### config.mk
export PLATFORM = sky130hd
export DESIGN_NAME = bfsl_ram
export DESIGN_NICKNAME = d
export VERILOG_FILES = /design/src/sv/bfsl_ram.sv
export SDC_FILE = /design/constraint.sdc
export NUM_CORES = 2
export LEC_CHECK = 0
export BUFFER_PORTS_ARGS = -buffer_cell sky130_fd_sc_hd__buf_2
export CAP_MARGIN = 10
export CORE_ASPECT_RATIO = 0.75
export CORE_MARGIN = 2
export CORE_UTILIZATION = 25
export CTS_BUF_LIST = sky130_fd_sc_hd__clkbuf_8
export CTS_CLUSTER_SIZE = 8
export DETAILED_ROUTE_END_ITERATION = 16
export GPL_ROUTABILITY_DRIVEN = 0
export PLACE_DENSITY = 0.39
export SLEW_MARGIN = 30
export SYNTH_ARGS = -nofsm -noshare
export SYNTH_HDL_FRONTEND = slang
export SYNTH_SLANG_ARGS = --single-unit
### constraint.sdc
create_clock -name aclk -period 2.5 [get_ports aclk]
set_clock_uncertainty 0.15 [all_clocks]
set_input_delay 0.25 -clock aclk [delete_from_list [all_inputs] [get_ports aclk]]
set_output_delay 0.25 -clock aclk [all_outputs]
set_load 0.005 [all_outputs]
### src/sv/bfsl_ram.sv
// generic ram: one write port, two read ports with registered read data
// no dependencies
`default_nettype none

module bfsl_ram #(
    parameter int unsigned WIDTH = 8,
    parameter int unsigned DEPTH = 256,
    localparam int unsigned ADDR_W = (DEPTH > 1) ? $clog2(DEPTH) : 1
) (
    input  wire logic              aclk,
    input  wire logic              wr_en,
    input  wire logic [ADDR_W-1:0] wr_addr,
    input  wire logic [WIDTH-1:0]  wr_data,
    input  wire logic [ADDR_W-1:0] rd_addr_a,
    input  wire logic [ADDR_W-1:0] rd_addr_b,
    output logic      [WIDTH-1:0]  rd_data_a,
    output logic      [WIDTH-1:0]  rd_data_b
);

    logic [WIDTH-1:0] mem_reg [DEPTH];

    always_ff @(posedge aclk) begin
        if (wr_en) begin
            mem_reg[wr_addr] <= wr_data;
        end
        rd_data_a <= mem_reg[rd_addr_a];
        rd_data_b <= mem_reg[rd_addr_b];
    end

endmodule

`default_nettype wire

==> results by group <==
Logic synthesis
  • Yosys warns: 0
  • Post-Synthesis Cells: 4,847
  • Number of flops mapped to enable cells by yosys: 2,048
  • Register bit total from synthesis: 2,064
  • Top-count cell post-synth: edfxtp_1
  • Post-synthesis async set-or-reset flop share: 0
  • Area share of the largest cell type after synthesis: 0.634
  • Avg Inst Size Synth: 20.0 µm²
  • Post-Syn Nets: 4,881
  • Seq/Total Area, Yosys: 0.637
  • Synth top cells by count: 2,048 x edfxtp_1, 1,051 x mux4_2, 298 x nor2_1
  • Synth Flop Type: edfxtp_1
  • Unique masters post-synth: 65
  • Synth area leader: edfxtp_1
  • Largest cells by area after synthesis: edfxtp_1 63%, mux4_2 24%, mux2i_1 2.4%
  • Mapped cell area: 97,000 µm²

Finish
  • Number of cells in the finished layout apart from fillers: 11,600
  • Layout area overhead: 24.8%
  • Filler instances: 37,700
  • Multi-input logic area: 33,200 µm²
  • Final net count: 6,166
  • Share of layout cells above drive strength 1: 0.460
  • Sequential cell area: 61,800 µm²
  • Max reg flops: 2,048

Power
  • Maximum VDD drop: 0.000423 V
  • Tot Pwr: 76.9 mW
  • Clock share of power: 0.389
  • Combinational share of power: 0.112
  • Pint: 56.5 mW
  • Leak Pwr: 39.8 nW
  • Switch share: 0.265
  • Sw Pwr: 20.4 mW
  • Pwr dens: 636 nW/µm²
  • Sequential power share: 0.499

STA
  • Headroom to the max-slew limit: 0.322
  • Max Slew Vio Count: 0
  • RSZ-0062 raised after global routing: yes
  • Clock period minus worst slack: 2.62 ns
  • FMAX: 382 MHz
  • Fin. Hold Viols: 0
  • Tcrit/Tclk final: 1.05
  • Final setup vio count: 7
  • Setup ws final: -0.115 ns
  • Measured slew at the worst slew-check pin: 1.01 ns

Global routing
  • Largest net degree at the start of global routing: 82
  • Gr ovfl total: 0
  • Gr usage total: 0.202
  • Initial antenna violation count: 45
  • Vias in the first global route: 60,200
  • First-pass GRT wire length: 543 mm

Route
  • DR vias/cell: 5.13
  • Antenna-violating nets left: 0
  • Routed len/inst: 34.6 µm
  • Post-Route WL: 403 mm
  • DRC: 0
  • Vias: 59,600
  • DR iter-0 viols: 7,556
  • First-pass DRT Iterations: 6

Floorplan
  • Die Y: 543 µm
  • CORE AREA: 387,000 µm²
  • I/O pin count: 50
  • Num rows: 198
  • Die Area: 393,000 µm²
  • Starting Density: 0.251
  • Width of the die: 723 µm

Critical path
  • FF-to-FF End: rd_data_a[7]$_DFF_P_
  • WP data arrival: 3.39 ns
  • Critical Path Source Type: register
  • Reg-to-reg slack, setup: -0.12 ns
  • Crit end category: register
  • Worst r2r path cells: 6
  • Critical path type: reg2reg
  • Critical Path RT: 3.28 ns
  • CP max FO: 2
  • R2R Path Start: mem_reg[152][7]$_DFFE_PP_

CTS
  • Root buf cell: clkbuf_8
  • Clock transition at path regs: 0.06 ns
  • Clk sinks: 2,064
  • CTS Buf Count: 361
  • CTS tree: done
  • Clock Latency Late Sink: 1.08 ns
  • H-tree depth: 5
  • Clock buffer depth: 4

Flow run
  • Max Cap Viol: 0

Hold path
  • Hold EP: mem_reg[87][3]$_DFFE_PP_
  • WHS Path Cells: 2
  • Worst Hold Launch: wr_data[3]
  • Hold/Removal Path Class: in2reg

Placement
  • I/O Buffers: 49
  • Placed cells: 10,900
  • HPWL Detailed: 283 mm

Run status
  • Outcome: finished, violations left
  • Failing checks: negative setup slack
## placed cells by master, fill, tap and decap left out, types with 19 or more instances in the layout
| cell type | instances |
|---|---|
| clkbuf_8 | 378 |
| o22ai_1 | 47 |
| o21ai_0 | 25 |
| mux4_2 | 1051 |
| o221ai_1 | 64 |
| buf_12 | 230 |
| nand2_1 | 102 |
| mux2i_1 | 232 |
| inv_1 | 109 |
| diode_2 | 19 |
| clkinv_1 | 95 |
| buf_4 | 1004 |
| a221oi_1 | 22 |
| edfxtp_1 | 2048 |
| nand3_1 | 39 |
| buf_2 | 33 |
| clkinv_2 | 32 |
| mux2_2 | 34 |
| dlygate4sd3_1 | 26 |
| a21oi_1 | 66 |
| a22oi_1 | 54 |
| nor2_1 | 295 |
| nor2b_1 | 24 |
## logic make-up (layout without fill, tap and decap cells)
kind of cell    Yosys count  count (layout)  synth area share
mux                    1325            1325             0.273
other cells               0              19                 0
simple gates            591             591            0.0270
buf+inv                 401            1959            0.0273
compound gates          466             466            0.0354
flops                  2064            2064             0.637
## area by class of cell
| type | instances | share of cell area |
|---|---|---|
| antenna | 19 | 0.000393 |
| clock buffer | 376 | 0.0428 |
| multi-input combinational | 2382 | 0.275 |
| timing repair buffer | 1317 | 0.106 |
| clock inverter | 260 | 0.0111 |
| sequential | 2064 | 0.511 |
| tap | 5200 | 0.0538 |
| inverter | 6 | 0.000227 |
## worst max-delay path, cell delays in order (launching register included)
cell and delay, ns:
edfxtp_1 0.39, mux4_2 0.48, mux4_2 0.62, mux2_4 0.33, a221oi_4 0.28, buf_6 0.20
nor4_2 0.05
## worst max-delay path by stage
stage	depth (start not counted)	slack [ns]	from	end
4_1_cts	6	-0.12	mem_reg[199][0]$_DFFE_PP_	rd_data_a[0]$_DFF_P_
3_5_place_dp	12	-1.43	rd_addr_b[0]	rd_data_b[5]$_DFF_P_
5_1_grt	6	-0.16	mem_reg[152][7]$_DFFE_PP_	rd_data_a[7]$_DFF_P_
2_1_floorplan	9	0.06	rd_addr_b[0]	rd_data_b[0]$_DFF_P_
6_report	6	-0.12	mem_reg[152][7]$_DFFE_PP_	rd_data_a[7]$_DFF_P_
3_3_place_gp	12	-1.53	rd_addr_b[0]	rd_data_b[5]$_DFF_P_
## routing by layer
layer,vias up,GRT usage,share of wire
li1,23700,-,-
met1,32800,0.301,0.46
met2,2643,0.306,0.44
met3,463,0.0342,0.073
met4,0,0.0458,0.023
met5,-,0,0
## metrics by stage
| step | setup slack [ns] | utilization | hold slack [ns] | instance area, µm² | setup TNS, ns |
|---|---|---|---|---|---|
| 2_1_floorplan | 0.0594 | - | 0.199 | 97000 | 0 |
| 3_3_place_gp | -1.53 | 0.294 | 0.519 | 114000 | -17.29 |
| 3_5_place_dp | -1.43 | 0.294 | 0.524 | 114000 | -16.91 |
| 4_1_cts | -0.125 | 0.312 | 0.0326 | 121000 | -0.501 |
| 5_1_grt | -0.161 | 0.313 | 0.0513 | 121000 | -0.745 |
| 6_report | -0.115 | 0.313 | 0.123 | 121000 | -0.407 |
## power groups by stage
stage	clock network (mW)	registers (mW)	logic, mW
after detailed placement	0	39.1	8.45
after global placement	0	39.1	8.47
final	29.9	38.3	8.62
after global routing	32.3	38.3	8.94
after CTS	30.8	38.4	8.62
after floorplan	0	38.9	3.77
## timing repair
action	4_1_cts	5_1_grt
gates resized for setup	105	39
setup endpoints to repair	16	15
endpoints found under the hold margin	3117	0
setup buffers	3	4
pin swaps	35	23
hold buffers	28	0
Power figures use the tool's default switching activity.
